## src/hw/rtl/isl_pkg.sv

```systemverilog
// ----------------------------------------------------------------------------
// isl_pkg: shared definitions for the image source locator
// Widths, character codes, match patterns and the result struct.
// ----------------------------------------------------------------------------
package isl_pkg;

  localparam int POS_BITS = 20;
  localparam int UNIT_BITS = 16;
  localparam int PROG_BITS = 3;

  localparam logic [POS_BITS-1:0] POS_MAX = {POS_BITS{1'b1}};

  localparam logic [UNIT_BITS-1:0] CH_LT     = 16'h003C;
  localparam logic [UNIT_BITS-1:0] CH_GT     = 16'h003E;
  localparam logic [UNIT_BITS-1:0] CH_SPACE  = 16'h0020;
  localparam logic [UNIT_BITS-1:0] CH_DQUOTE = 16'h0022;
  localparam logic [UNIT_BITS-1:0] CH_SQUOTE = 16'h0027;
  localparam logic [UNIT_BITS-1:0] CH_UPPER_A = 16'h0041;
  localparam logic [UNIT_BITS-1:0] CH_UPPER_Z = 16'h005A;
  localparam logic [UNIT_BITS-1:0] CASE_OFFSET = 16'h0020;

  localparam logic [PROG_BITS-1:0] PROG_DONE = 3'd4;

  typedef logic [UNIT_BITS-1:0] unit_t;
  typedef logic [POS_BITS-1:0] pos_t;
  typedef logic [PROG_BITS-1:0] prog_t;
  typedef unit_t pattern_t [4];

  localparam pattern_t TAG_PAT = '{16'h003C, 16'h0069, 16'h006D, 16'h0067};
  localparam pattern_t SRC_PAT = '{16'h0073, 16'h0072, 16'h0063, 16'h003D};

  typedef struct packed {
    logic hit;
    pos_t start;
    pos_t length;
  } result_t;

  function automatic unit_t fold_case(input unit_t c);
    if (c >= CH_UPPER_A && c <= CH_UPPER_Z) begin
      return c + CASE_OFFSET;
    end
    return c;
  endfunction

  function automatic logic is_quote(input unit_t c);
    return (c == CH_DQUOTE) || (c == CH_SQUOTE);
  endfunction

  function automatic prog_t advance(input pattern_t pat, input prog_t prog, input unit_t c);
    if (prog < PROG_DONE && c == pat[prog[1:0]]) begin
      return prog + prog_t'(1);
    end
    return (c == pat[0]) ? prog_t'(1) : prog_t'(0);
  endfunction

endpackage

```

## src/hw/rtl/isl_if.sv

```systemverilog
// ----------------------------------------------------------------------------
// isl_if: stream channels of the image source locator
// One channel for code units in and one for located values out.
// ----------------------------------------------------------------------------
interface isl_in_if;
  logic valid;
  logic ready;
  logic [isl_pkg::UNIT_BITS-1:0] code_unit;
  logic doc_start;

  modport source (output valid, output code_unit, output doc_start, input ready);
  modport sink (input valid, input code_unit, input doc_start, output ready);
endinterface

interface isl_out_if;
  logic valid;
  logic ready;
  logic [isl_pkg::POS_BITS-1:0] value_start;
  logic [isl_pkg::POS_BITS-1:0] value_length;

  modport source (output valid, output value_start, output value_length, input ready);
  modport sink (input valid, input value_start, input value_length, output ready);
endinterface

```

## src/hw/rtl/isl_core.sv

```systemverilog
// ----------------------------------------------------------------------------
// isl_core: tag and attribute matcher
// Tracks the tag and src matches and the value bounds, one unit per step.
// ----------------------------------------------------------------------------
module isl_core (
  input  logic             clk,
  input  logic             rst_n,
  input  logic             step,
  input  isl_pkg::unit_t   unit,
  input  logic             doc_start,
  output isl_pkg::result_t result
);
  import isl_pkg::*;

  prog_t tag_prog_r, tag_prog_nxt;
  logic  inside_r, inside_nxt;
  prog_t src_prog_r, src_prog_nxt;
  logic  src_seen_r, src_seen_nxt;
  logic  await_r, await_nxt;
  pos_t  vbegin_r, vbegin_nxt;
  logic  bquote_r, bquote_nxt;
  logic  efixed_r, efixed_nxt;
  pos_t  vlast_r, vlast_nxt;
  logic  lquote_r, lquote_nxt;
  logic  prevq_r, prevq_nxt;
  pos_t  pos_r, pos_nxt;

  prog_t tag_prog_c, src_prog_c;
  logic  inside_c, src_seen_c, await_c, bquote_c, efixed_c, lquote_c, prevq_c;
  pos_t  vbegin_c, vlast_c, pos_c;

  unit_t c;
  prog_t tag_adv, src_adv;
  pos_t  pos_prev;
  pos_t  close_last;
  logic  close_lq;
  logic [POS_BITS:0] first_u;
  logic signed [POS_BITS+1:0] first_s, last_s, len_s;

  always_comb begin
    if (doc_start) begin
      tag_prog_c = '0;
      inside_c   = 1'b0;
      src_prog_c = '0;
      src_seen_c = 1'b0;
      await_c    = 1'b0;
      vbegin_c   = '0;
      bquote_c   = 1'b0;
      efixed_c   = 1'b0;
      vlast_c    = '0;
      lquote_c   = 1'b0;
      prevq_c    = 1'b0;
      pos_c      = '0;
    end else begin
      tag_prog_c = tag_prog_r;
      inside_c   = inside_r;
      src_prog_c = src_prog_r;
      src_seen_c = src_seen_r;
      await_c    = await_r;
      vbegin_c   = vbegin_r;
      bquote_c   = bquote_r;
      efixed_c   = efixed_r;
      vlast_c    = vlast_r;
      lquote_c   = lquote_r;
      prevq_c    = prevq_r;
      pos_c      = pos_r;
    end
  end

  assign c        = fold_case(unit);
  assign tag_adv  = advance(TAG_PAT, tag_prog_c, c);
  assign src_adv  = advance(SRC_PAT, src_prog_c, c);
  assign pos_prev = (pos_c != '0) ? pos_c - pos_t'(1) : '0;

  assign close_last = efixed_c ? vlast_c : pos_prev;
  assign close_lq   = efixed_c ? lquote_c : prevq_c;
  assign first_u    = {1'b0, vbegin_c} + {{POS_BITS{1'b0}}, bquote_c};
  assign first_s    = $signed({1'b0, first_u});
  assign last_s     = $signed({2'b00, close_last}) - $signed({{(POS_BITS+1){1'b0}}, close_lq});
  assign len_s      = last_s - first_s + $signed({{(POS_BITS+1){1'b0}}, 1'b1});

  always_comb begin
    tag_prog_nxt = tag_prog_c;
    inside_nxt   = inside_c;
    src_prog_nxt = src_prog_c;
    src_seen_nxt = src_seen_c;
    await_nxt    = await_c;
    vbegin_nxt   = vbegin_c;
    bquote_nxt   = bquote_c;
    efixed_nxt   = efixed_c;
    vlast_nxt    = vlast_c;
    lquote_nxt   = lquote_c;
    result.hit    = 1'b0;
    result.start  = first_u[POS_BITS-1:0];
    result.length = len_s[POS_BITS-1:0];

    if (!inside_c) begin
      if (tag_adv == PROG_DONE) begin
        tag_prog_nxt = '0;
        inside_nxt   = 1'b1;
        src_prog_nxt = '0;
        src_seen_nxt = 1'b0;
        await_nxt    = 1'b0;
        vbegin_nxt   = '0;
        bquote_nxt   = 1'b0;
        efixed_nxt   = 1'b0;
        vlast_nxt    = '0;
        lquote_nxt   = 1'b0;
      end else begin
        tag_prog_nxt = tag_adv;
      end
    end else if (c == CH_GT) begin
      result.hit   = src_seen_c && !await_c && (last_s > first_s);
      tag_prog_nxt = '0;
      inside_nxt   = 1'b0;
      src_prog_nxt = '0;
      src_seen_nxt = 1'b0;
      await_nxt    = 1'b0;
      vbegin_nxt   = '0;
      bquote_nxt   = 1'b0;
      efixed_nxt   = 1'b0;
      vlast_nxt    = '0;
      lquote_nxt   = 1'b0;
    end else if (!src_seen_c) begin
      if (src_adv == PROG_DONE) begin
        src_prog_nxt = '0;
        src_seen_nxt = 1'b1;
        await_nxt    = 1'b1;
      end else begin
        src_prog_nxt = src_adv;
      end
    end else begin
      if (await_c) begin
        await_nxt  = 1'b0;
        vbegin_nxt = pos_c;
        bquote_nxt = is_quote(c);
      end
      if (!efixed_c && c == CH_SPACE) begin
        efixed_nxt = 1'b1;
        vlast_nxt  = pos_prev;
        lquote_nxt = prevq_c;
      end
    end

    prevq_nxt = is_quote(unit);
    pos_nxt   = (pos_c == POS_MAX) ? pos_c : pos_c + pos_t'(1);
  end

  always_ff @(posedge clk) begin
    if (!rst_n) begin
      tag_prog_r <= '0;
      inside_r   <= 1'b0;
      src_prog_r <= '0;
      src_seen_r <= 1'b0;
      await_r    <= 1'b0;
      vbegin_r   <= '0;
      bquote_r   <= 1'b0;
      efixed_r   <= 1'b0;
      vlast_r    <= '0;
      lquote_r   <= 1'b0;
      prevq_r    <= 1'b0;
      pos_r      <= '0;
    end else if (step) begin
      tag_prog_r <= tag_prog_nxt;
      inside_r   <= inside_nxt;
      src_prog_r <= src_prog_nxt;
      src_seen_r <= src_seen_nxt;
      await_r    <= await_nxt;
      vbegin_r   <= vbegin_nxt;
      bquote_r   <= bquote_nxt;
      efixed_r   <= efixed_nxt;
      vlast_r    <= vlast_nxt;
      lquote_r   <= lquote_nxt;
      prevq_r    <= prevq_nxt;
      pos_r      <= pos_nxt;
    end
  end

endmodule

```

## src/hw/rtl/img_src_locator_top.sv

```systemverilog
// ----------------------------------------------------------------------------
// img_src_locator_top: locates src values of img tags in UTF-16 text
// Input register, matcher and result register with a stream handshake.
// ----------------------------------------------------------------------------
// A '>' unit passes the input register and the matcher before its result is held in the result register.
// Throughput: one code unit per cycle, except while the input stage stalls.
// The input stage stalls only while the result register holds an untaken value.
// Reset: rst_n low clears all match state, the position and both stage valids.
module img_src_locator_top (
  input  logic clk,
  input  logic rst_n,
  isl_in_if.sink    in_ch,
  isl_out_if.source out_ch
);
  import isl_pkg::*;

  logic    s1_valid_r, s1_valid_nxt;
  unit_t   s1_unit_r;
  logic    s1_doc_r;
  logic    out_valid_r, out_valid_nxt;
  pos_t    out_start_r;
  pos_t    out_length_r;
  logic    s1_adv;
  logic    in_fire;
  result_t res;

  assign s1_adv      = s1_valid_r && (!out_valid_r || out_ch.ready);
  assign in_ch.ready = !s1_valid_r || s1_adv;
  assign in_fire     = in_ch.valid && in_ch.ready;

  isl_core u_core (
    .clk       (clk),
    .rst_n     (rst_n),
    .step      (s1_adv),
    .unit      (s1_unit_r),
    .doc_start (s1_doc_r),
    .result    (res)
  );

  always_comb begin
    s1_valid_nxt = s1_valid_r;
    if (in_fire) begin
      s1_valid_nxt = 1'b1;
    end else if (s1_adv) begin
      s1_valid_nxt = 1'b0;
    end
    out_valid_nxt = out_valid_r;
    if (s1_adv) begin
      out_valid_nxt = res.hit;
    end else if (out_ch.ready) begin
      out_valid_nxt = 1'b0;
    end
  end

  always_ff @(posedge clk) begin
    if (!rst_n) begin
      s1_valid_r  <= 1'b0;
      out_valid_r <= 1'b0;
    end else begin
      s1_valid_r  <= s1_valid_nxt;
      out_valid_r <= out_valid_nxt;
    end
  end

  always_ff @(posedge clk) begin
    if (in_fire) begin
      s1_unit_r <= in_ch.code_unit;
      s1_doc_r  <= in_ch.doc_start;
    end
    if (s1_adv && res.hit) begin
      out_start_r  <= res.start;
      out_length_r <= res.length;
    end
  end

  assign out_ch.valid        = out_valid_r;
  assign out_ch.value_start  = out_start_r;
  assign out_ch.value_length = out_length_r;

`ifndef ASSERT_OFF
  a_len_min: assert property (@(posedge clk) disable iff (!rst_n)
    out_ch.valid |-> out_ch.value_length >= pos_t'(2))
    else $error("Result transaction with a value shorter than two units.");

  a_hit_lands: assert property (@(posedge clk) disable iff (!rst_n)
    (s1_adv && res.hit) |=> out_valid_r)
    else $error("Matcher result was not captured in the result register.");

  a_stall_cause: assert property (@(posedge clk) disable iff (!rst_n)
    !in_ch.ready |-> (s1_valid_r && out_valid_r && !out_ch.ready))
    else $error("Input stalled without a blocked result.");
`endif

endmodule
```

## src/flat_wrapper.sv

```systemverilog
// flat-port wrapper written by rule: the top's interface ports become plain ports
module img_src_locator_top_flat import isl_pkg::*;
  (clk, rst_n, in_ch_valid, in_ch_code_unit, in_ch_doc_start, in_ch_ready, out_ch_valid, out_ch_value_start, out_ch_value_length, out_ch_ready);
  isl_in_if in_ch_i ();
  isl_out_if out_ch_i ();
  input  logic clk;
  input  logic rst_n;
  input wire logic [$bits(in_ch_i.valid)-1:0] in_ch_valid;
  input wire logic [$bits(in_ch_i.code_unit)-1:0] in_ch_code_unit;
  input wire logic [$bits(in_ch_i.doc_start)-1:0] in_ch_doc_start;
  output wire logic [$bits(in_ch_i.ready)-1:0] in_ch_ready;
  output wire logic [$bits(out_ch_i.valid)-1:0] out_ch_valid;
  output wire logic [$bits(out_ch_i.value_start)-1:0] out_ch_value_start;
  output wire logic [$bits(out_ch_i.value_length)-1:0] out_ch_value_length;
  input wire logic [$bits(out_ch_i.ready)-1:0] out_ch_ready;
  assign in_ch_i.valid = in_ch_valid;
  assign in_ch_i.code_unit = in_ch_code_unit;
  assign in_ch_i.doc_start = in_ch_doc_start;
  assign in_ch_ready = in_ch_i.ready;
  assign out_ch_valid = out_ch_i.valid;
  assign out_ch_value_start = out_ch_i.value_start;
  assign out_ch_value_length = out_ch_i.value_length;
  assign out_ch_i.ready = out_ch_ready;
  img_src_locator_top u_core (.clk(clk), .rst_n(rst_n), .in_ch(in_ch_i), .out_ch(out_ch_i));
endmodule
```

## config.mk

```make
export PLATFORM = sky130hd
export DESIGN_NAME = img_src_locator_top_flat
export DESIGN_NICKNAME = d
export VERILOG_FILES = /design/src/hw/rtl/isl_pkg.sv /design/src/hw/rtl/isl_if.sv /design/src/hw/rtl/isl_core.sv /design/src/hw/rtl/img_src_locator_top.sv /design/src/flat_wrapper.sv
export SDC_FILE = /design/constraint.sdc
export NUM_CORES = 1
export LEC_CHECK = 0
export BUFFER_PORTS_ARGS = -buffer_cell sky130_fd_sc_hd__clkbuf_2
export CAP_MARGIN = 20
export CORE_MARGIN = 8
export CORE_UTILIZATION = 55
export DETAILED_ROUTE_END_ITERATION = 10
export GPL_TIMING_DRIVEN = 0
export MAX_ROUTING_LAYER = met4
export PLACE_DENSITY = 0.82
export SLEW_MARGIN = 20
export SYNTH_ARGS = -nofsm -noshare
export SYNTH_HDL_FRONTEND = slang
export SYNTH_SLANG_ARGS = --single-unit
```

## constraint.sdc

```tcl
create_clock -name clk -period 9.03 [get_ports clk]
set_input_delay 1.806 -clock clk [delete_from_list [all_inputs] [get_ports clk]]
set_output_delay 1.806 -clock clk [all_outputs]
set_load 0.1 [all_outputs]
```

# --- Yosys cells after proc, flatten, opt, wreduce, memory -nomap -nowiden ---
# Index checks and enable logic that the tools add are counted.
word_totals:
  wordCells: 154
  reg_bits: 132
  inputBits: 21
  out_inout_bits: 42
op_classes:
  n_addsub: 9
  n_lt_le_gt_ge: 7
  bitwise: 2
  n_eq_ne: 13
  n_reduce_logical: 20
  mux: 85
ops:
  columns: ["op", "count"]
  rows:
  - ["2-to-1 mux 20 bit", 16]
  - ["equality test 16 x 6 -> 1 bit, second input constant", 7]
  - ["2-to-1 mux 16 bit", 6]
  - ["binary-select mux 16 bit (select 2 bit)", 2]
  - ["2-to-1 mux 1 bit", 47]
  - ["2-to-1 mux 3 bit", 14]
  - ["equality test 16 bit", 2]
  - ["greater-than comparator 21 x 22 -> 1 bit", 1]
  - ["adder 20 x 1 -> 21 bit", 1]
  - ["subtractor 20 x 1 -> 21 bit", 1]
  - ["adder 20 x 1 -> 20 bit, second input constant", 1]
  - ["adder 20 x 2 -> 20 bit, second input constant", 1]
  - ["equality test 20 bit, second input constant", 1]
  - ["nonzero test 20 bit", 1]
  - ["subtractor 20 x 1 -> 20 bit, second input constant", 1]
  - ["subtractor 20 bit", 1]
  - ["adder 16 x 6 -> 16 bit, second input constant", 1]
  - ["equality test 16 x 7 -> 1 bit, second input constant", 1]
  - [">= comparator 16 x 7 -> 1 bit, second input constant", 1]
  - ["less-or-equal comparator 16 x 7 -> 1 bit, second input constant", 1]
  - ["logical AND 1 bit", 9]
  - ["adder 3 x 1 -> 3 bit, second input constant", 2]
  - ["equality test 3 bit, second input constant", 2]
  - [">= comparator 3 bit, second input constant", 2]
  - ["5 further kinds", 14]

# --- Depth between registers and ports, before layout ---
logic_depth:
  depth_word: 14
  depth_mapped: 30

# --- By module ---
# From an unflattened synthesis, not the netlist that was laid out.
hier_totals:
  hier_cells: 987
  hier_area_um2: 9063.7
modules_own_cells:
  columns: ["mod", "area_each_um2", "n_inst", "cells_per_inst"]
  rows:
  - ["isl_core", 7239.4, 1, 917]
  - ["img_src_locator_top", 1824.2, 1, 70]

# --- Worst setup path after synthesis ---
# No wires, ideal clock.
synth_timing:
  path_type: "reg-to-reg"
  start: "register u_core.s1_doc_r"
  end: "register u_core.out_length_r[0] (netlist: u_core.out_ch.value_length[0]), enable pin"
  synth_period_minus_slack_ps: 7370
  setup_slack_ps: 1660
  arrival_time_ps: 6967
  stages_incl_launch_ff: 23
  path_cell_list: "edfxtp_1 -> clkbuf_1 -> buf_1 -> buf_1 -> clkbuf_1 -> buf_1 -> nor2b_1 -> inv_1 -> ha_1 -> or3b_1 -> a311o_1 -> or4_1 -> o31a_1 -> nor4_4 -> nand3_1 -> xor2_1 -> ha_1 -> nand2_1 -> or4_1 -> o21ai_0 -> a211oi_1 -> a2111oi_0 -> o311a_1"
synth_via:
  elab_chain_len: 10
synth_lines:
  columns: ["item", "line_no", "source"]
  rows:
  - ["start, declared", "img_src_locator_top.sv:19", "logic s1_doc_r;"]
  - ["start signal, assigned", "img_src_locator_top.sv:68", "s1_doc_r <= in_ch.doc_start;"]
  - ["2-to-1 mux 20 bit", "isl_core.sv:41", "if (doc_start) begin"]
  - ["subtractor 20 x 1 -> 20 bit / nonzero test 20 bit (equally long branches)", "isl_core.sv:73", "assign pos_prev = (pos_c != '0) ? pos_c - pos_t'(1) : '0;"]
  - ["2-to-1 mux 20 bit", "isl_core.sv:73", null]
  - ["2-to-1 mux 20 bit", "isl_core.sv:75", "assign close_last = efixed_c ? vlast_c : pos_prev;"]
  - ["subtractor 20 x 1 -> 21 bit", "isl_core.sv:79", "assign last_s = $signed({2'b00, close_last}) - $signed({{(POS_BITS+1){1'b0}}, close_lq});"]
  - ["greater-than comparator 21 x 22 -> 1 bit", "isl_core.sv:113", "result.hit = src_seen_c && !await_c && (last_s > first_s);"]
  - ["logical AND 1 bit", "isl_core.sv:113", null]
  - ["2-to-1 mux 1 bit", "isl_core.sv:112", "end else if (c == CH_GT) begin"]
  - ["2-to-1 mux 1 bit (*)", "isl_core.sv:97", "if (!inside_c) begin"]
  - ["logical AND 1 bit (*)", "img_src_locator_top.sv:70", "if (s1_adv && res.hit) begin"]
  - ["end signal, assigned", "img_src_locator_top.sv:72", "out_length_r <= res.length;"]
  - ["end, declared", "img_src_locator_top.sv:22", "pos_t out_length_r;"]
# Mark *: on every way between the ends. The rest lies on a longest branch, timed or not.
# A chain may end at the register's enable or synchronous reset.

==> results.sh <==
export IMPL_utilization_pct=63.39
export IMPL_timing_final_ws_setup_ps=724.1
export IMPL_synth_edf_count=57
export IMPL_ys_seq_elements=132
export IMPL_crit_type="flop to flop"
export IMPL_synthMuxAreaShare_pct=1.157
export IMPL_die_area_um2=20220
export IMPL_synthAdderAreaFrac_pct=9.997
export IMPL_vias=7676
export IMPL_clk_latency_ps=440
export IMPL_outcome="finished clean"
export IMPL_leakage_nw=3.955
export IMPL_syn_avg_cell_area_um2=9.135
export IMPL_rr_startpoint="u_core.s1_doc_r$_DFFE_PP_"
export IMPL_die_h_um=142.2
export IMPL_synth_top_area_share_pct=19.54
export IMPL_ctsRootBufferMaster="clkbuf_16"
export IMPL_hold_viol_final=0
export IMPL_drc_errors=0
export IMPL_gp_congestion=0.9420
export IMPL_final_cells=1268
export IMPL_drive_gt1_share_pct=13.21
export IMPL_maxCapViolCount=0
export IMPL_rsz0062_at_grt="false"
export IMPL_slew_headroom_pct=32.05
export IMPL_synth_xor_area_share_pct=7.598
export IMPL_final_net_count=1124
export IMPL_grt_first_pass_wirelength_um=36710
export IMPL_ios=63
export IMPL_cts_hold_buf=0
export IMPL_cts_sinks=132
export IMPL_synthDistinctLibCells=79
export IMPL_arrival_ps=8490
export IMPL_synth_cells=959
export IMPL_port_buffers=61
export IMPL_via_per_inst=6.054
export IMPL_cts_tree="done"
export IMPL_firstDrtPassIters=6
export IMPL_core_area_um2=15710
export IMPL_seqPwrFrac_pct=41.1
export IMPL_drt_iter0_markers=894
export IMPL_dpl_cell_area_um2=9358
export IMPL_hold_path_startpoint="u_core.u_core.vlast_r[18]$_SDFFE_PN0P_"
export IMPL_synth_top_family_by_area="simple AND/OR/NAND/NOR gates"
export IMPL_switchingPower_w=0.0004220
export IMPL_worstSetupStartpointType="flop"
export IMPL_switching_share_pct=27.05
export IMPL_hold_path_depth=1
export IMPL_place_inst=1237
export IMPL_ys_seq_area_share_pct=36.68
export IMPL_grt_max_degree=37
export IMPL_initial_core_util_pct=55.76
export IMPL_syn_area_um2=8761
export IMPL_h_tree_depth=4
export IMPL_internal_power_w=0.001138
export IMPL_hp_class="flop to flop"
export IMPL_finalSetupViolCount=0
export IMPL_tightest_slew_ps=993.6
export IMPL_clk_pin_slew_worst_paths_ps=60
export IMPL_critPathSlowestCell="a2111oi_1"
export IMPL_post_route_min_period_ps=8306
export IMPL_worstRegToRegCells=29
export IMPL_regToRegSetupSlack_ps=720
export IMPL_synthSimpleGateAreaFrac_pct=22.05
export IMPL_endpoint_kind="flop"
export IMPL_fmax_mhz=120.4
export IMPL_synth_area_leaders="edfxtp_1, dfxtp_1, ha_1"
export IMPL_synthArstFlopShare_pct=0
export IMPL_irDropWorstVdd_mv=0.1303
export IMPL_grt_remaining_overflow=0
export IMPL_dpl_worst_slack_ps=-44.93
export IMPL_die_w_um=142.2
export IMPL_slew_viol_final=0
export IMPL_synth_compound_area_share_pct=17.71
export IMPL_synth_largest_area_cell="edfxtp_1"
export IMPL_clock_power_share_pct=44.8
export IMPL_holdPathEnd="u_core.u_core.vlast_r[18]$_SDFFE_PN0P_"
export IMPL_cp_required_ps=9210
export IMPL_detailedPlacementHpwl_um=16720
export IMPL_p_per_area_nw_per_um2=156.6
export IMPL_postLayoutCellArea_um2=9961
export IMPL_syn_num_nets=1044
export IMPL_fp_row_count=46
export IMPL_antenna_found_initial=0
export IMPL_fin_crit_sh_pct=91.98
export IMPL_wl_per_cell_um=17.68
export IMPL_postRouteAntennaNets=0
export IMPL_grt_usage_pct=23.43
export IMPL_numCtsBuffers=17
export IMPL_pwr_share_comb_pct=14.0
export IMPL_critPathMaxStageDelay_ps=580
export IMPL_synthToLayoutAreaGrowth_pct=13.70
export IMPL_first_global_vias=7254
export IMPL_cts_buffer_depth=2
export IMPL_critPathMaxFanout=19
export IMPL_r2r_end="u_core.out_ch.value_length[19]$_DFFE_PP_"
export IMPL_finalClockSkew_ps=9.824
export IMPL_routed_wl_um=22420
export IMPL_yosys_most_used_dff="dfxtp_1"
export IMPL_yosys_warnings=0
export IMPL_diodes=0
placed cells by master, fill, tap and decap left out, types with 12 or more instances in the layout:
master | Yosys | layout
a21oi_1 | 41 | 41
nor3_1 | 34 | 34
nor2b_1 | 24 | 24
xor2_1 | 40 | 40
a31oi_1 | 12 | 12
ha_1 | 54 | 54
dfxtp_1 | 75 | 75
inv_1 | 55 | 55
nor2_1 | 53 | 53
nand2_1 | 81 | 81
nand3_1 | 22 | 22
o21a_1 | 12 | 12
and2_1 | 21 | 21
clkbuf_16 | 0 | 17
clkbuf_2 | 0 | 62
and3_1 | 12 | 12
o21ai_0 | 31 | 31
xnor2_1 | 36 | 36
clkbuf_1 | 43 | 42
or2_2 | 16 | 16
a22o_1 | 29 | 29
nand4_1 | 19 | 19
edfxtp_1 | 57 | 57
kinds of logic after synthesis:
family,count (synthesis)
buffers and inverters,110
adder cells (fa/ha/maj),64
AO/OA/AOI/OAI,215
AND/OR/NAND/NOR,352
XOR/XNOR,76
flip-flops,132
multiplexers,10
sequential cells by signal (all words and copies together) (netlist names):
| name | flops |
|---|---|
| u_core.u_core.tag_prog_r | 3 |
| u_core.out_ch.valid | 1 |
| u_core.u_core.pos_r | 20 |
| u_core.s1_doc_r | 1 |
| u_core.u_core.vlast_r | 20 |
| u_core.u_core.lquote_r | 1 |
| u_core.u_core.inside_r | 1 |
| u_core.u_core.await_r | 1 |
| u_core.u_core.src_prog_r | 3 |
| u_core.u_core.src_seen_r | 1 |
| u_core.out_ch.value_start | 20 |
| u_core.u_core.vbegin_r | 20 |
| u_core.u_core.prevq_r | 1 |
| u_core.s1_valid_r | 1 |
| u_core.u_core.bquote_r | 1 |
| u_core.u_core.efixed_r | 1 |
| u_core.out_ch.value_length | 20 |
| u_core.s1_unit_r | 16 |
per-layer routing:
layer	GRT usage (%)	part of all wire, %	vias up	wire (um)
met1	29.03	43	3572	9593
met4	11.87	3.3	0	745
met3	4.260	8.0	67	1802
met5	-	0	-	0
li1	-	-	3653	-
met2	36.12	46	384	10280
what timing repair did:
action	CTS	global route
gates resized for setup	1	4
setup buffers	0	0
endpoints found under the hold margin	0	0
endpoints found under the setup margin	1	43
metrics by stage:
stage	power [W]	TNS [ps]	hold slack (ps)
after detailed placement	0.0008675	-44.93	458.2
final	0.001560	0	476.6
after floorplan	0.0008156	0	432.8
after global placement	0.0008607	-25330	450.0
after CTS	0.001565	0	478.1
after global routing	0.001615	0	491.1
Yosys cell counts, drive strengths merged (16+ instances only):
| cell type | instances |
|---|---|
| nand3 | 22 |
| inv | 55 |
| nand4 | 20 |
| xor2 | 40 |
| o21ai | 32 |
| clkbuf | 43 |
| nand2 | 81 |
| nor3 | 35 |
| xnor2 | 36 |
| edfxtp | 57 |
| dfxtp | 75 |
| and2 | 21 |
| a22o | 29 |
| ha | 54 |
| nor2b | 24 |
| a21oi | 41 |
| nor2 | 54 |
| or2 | 16 |
critical path: cells and delay by family (launching register included):
kind            cells  cell delay (ps)
buf+inv             8             2260
compound gates      7             1900
simple gates        8             1770
fa+ha+maj           4             1250
flops               1              520
xor+xnor            2              310
layout make-up:
cell class	instances	area, um2
tap	216	270.3
fill	1279	5752
clock inverter	15	168.9
sequential	132	3213
multi-input combinational	717	5135
buffer	52	209.0
timing repair buffer	62	325.3
inverter	57	214.0
clock buffer	17	425.4
worst max path at each step:
stage | start | end | slack [ps]
2_1_floorplan | u_core.s1_doc_r$_DFFE_PP_ | u_core.out_ch.value_length[0]$_DFFE_PP_ | 1660
3_3_place_gp | u_core.s1_doc_r$_DFFE_PP_ | u_core.out_ch.value_start[1]$_DFFE_PP_ | -630
3_5_place_dp | u_core.s1_doc_r$_DFFE_PP_ | u_core.out_ch.value_length[19]$_DFFE_PP_ | -40
4_1_cts | u_core.s1_doc_r$_DFFE_PP_ | u_core.out_ch.value_length[19]$_DFFE_PP_ | 80
5_1_grt | u_core.s1_doc_r$_DFFE_PP_ | u_core.out_ch.value_length[19]$_DFFE_PP_ | 220
6_report | u_core.s1_doc_r$_DFFE_PP_ | u_core.out_ch.value_length[19]$_DFFE_PP_ | 720
power by group through the flow:
stage / Sequential (W) / Combinational, W / Clock (W)
finish: 0.000642 / 0.000219 / 0.000699
global route: 0.000642 / 0.000240 / 0.000733
CTS: 0.000642 / 0.000215 / 0.000708
detailed placement: 0.000655 / 0.000213 / 0
global placement: 0.000654 / 0.000206 / 0
floorplan: 0.000653 / 0.000162 / 0
Note: power is estimated with default switching activity, not from simulation.
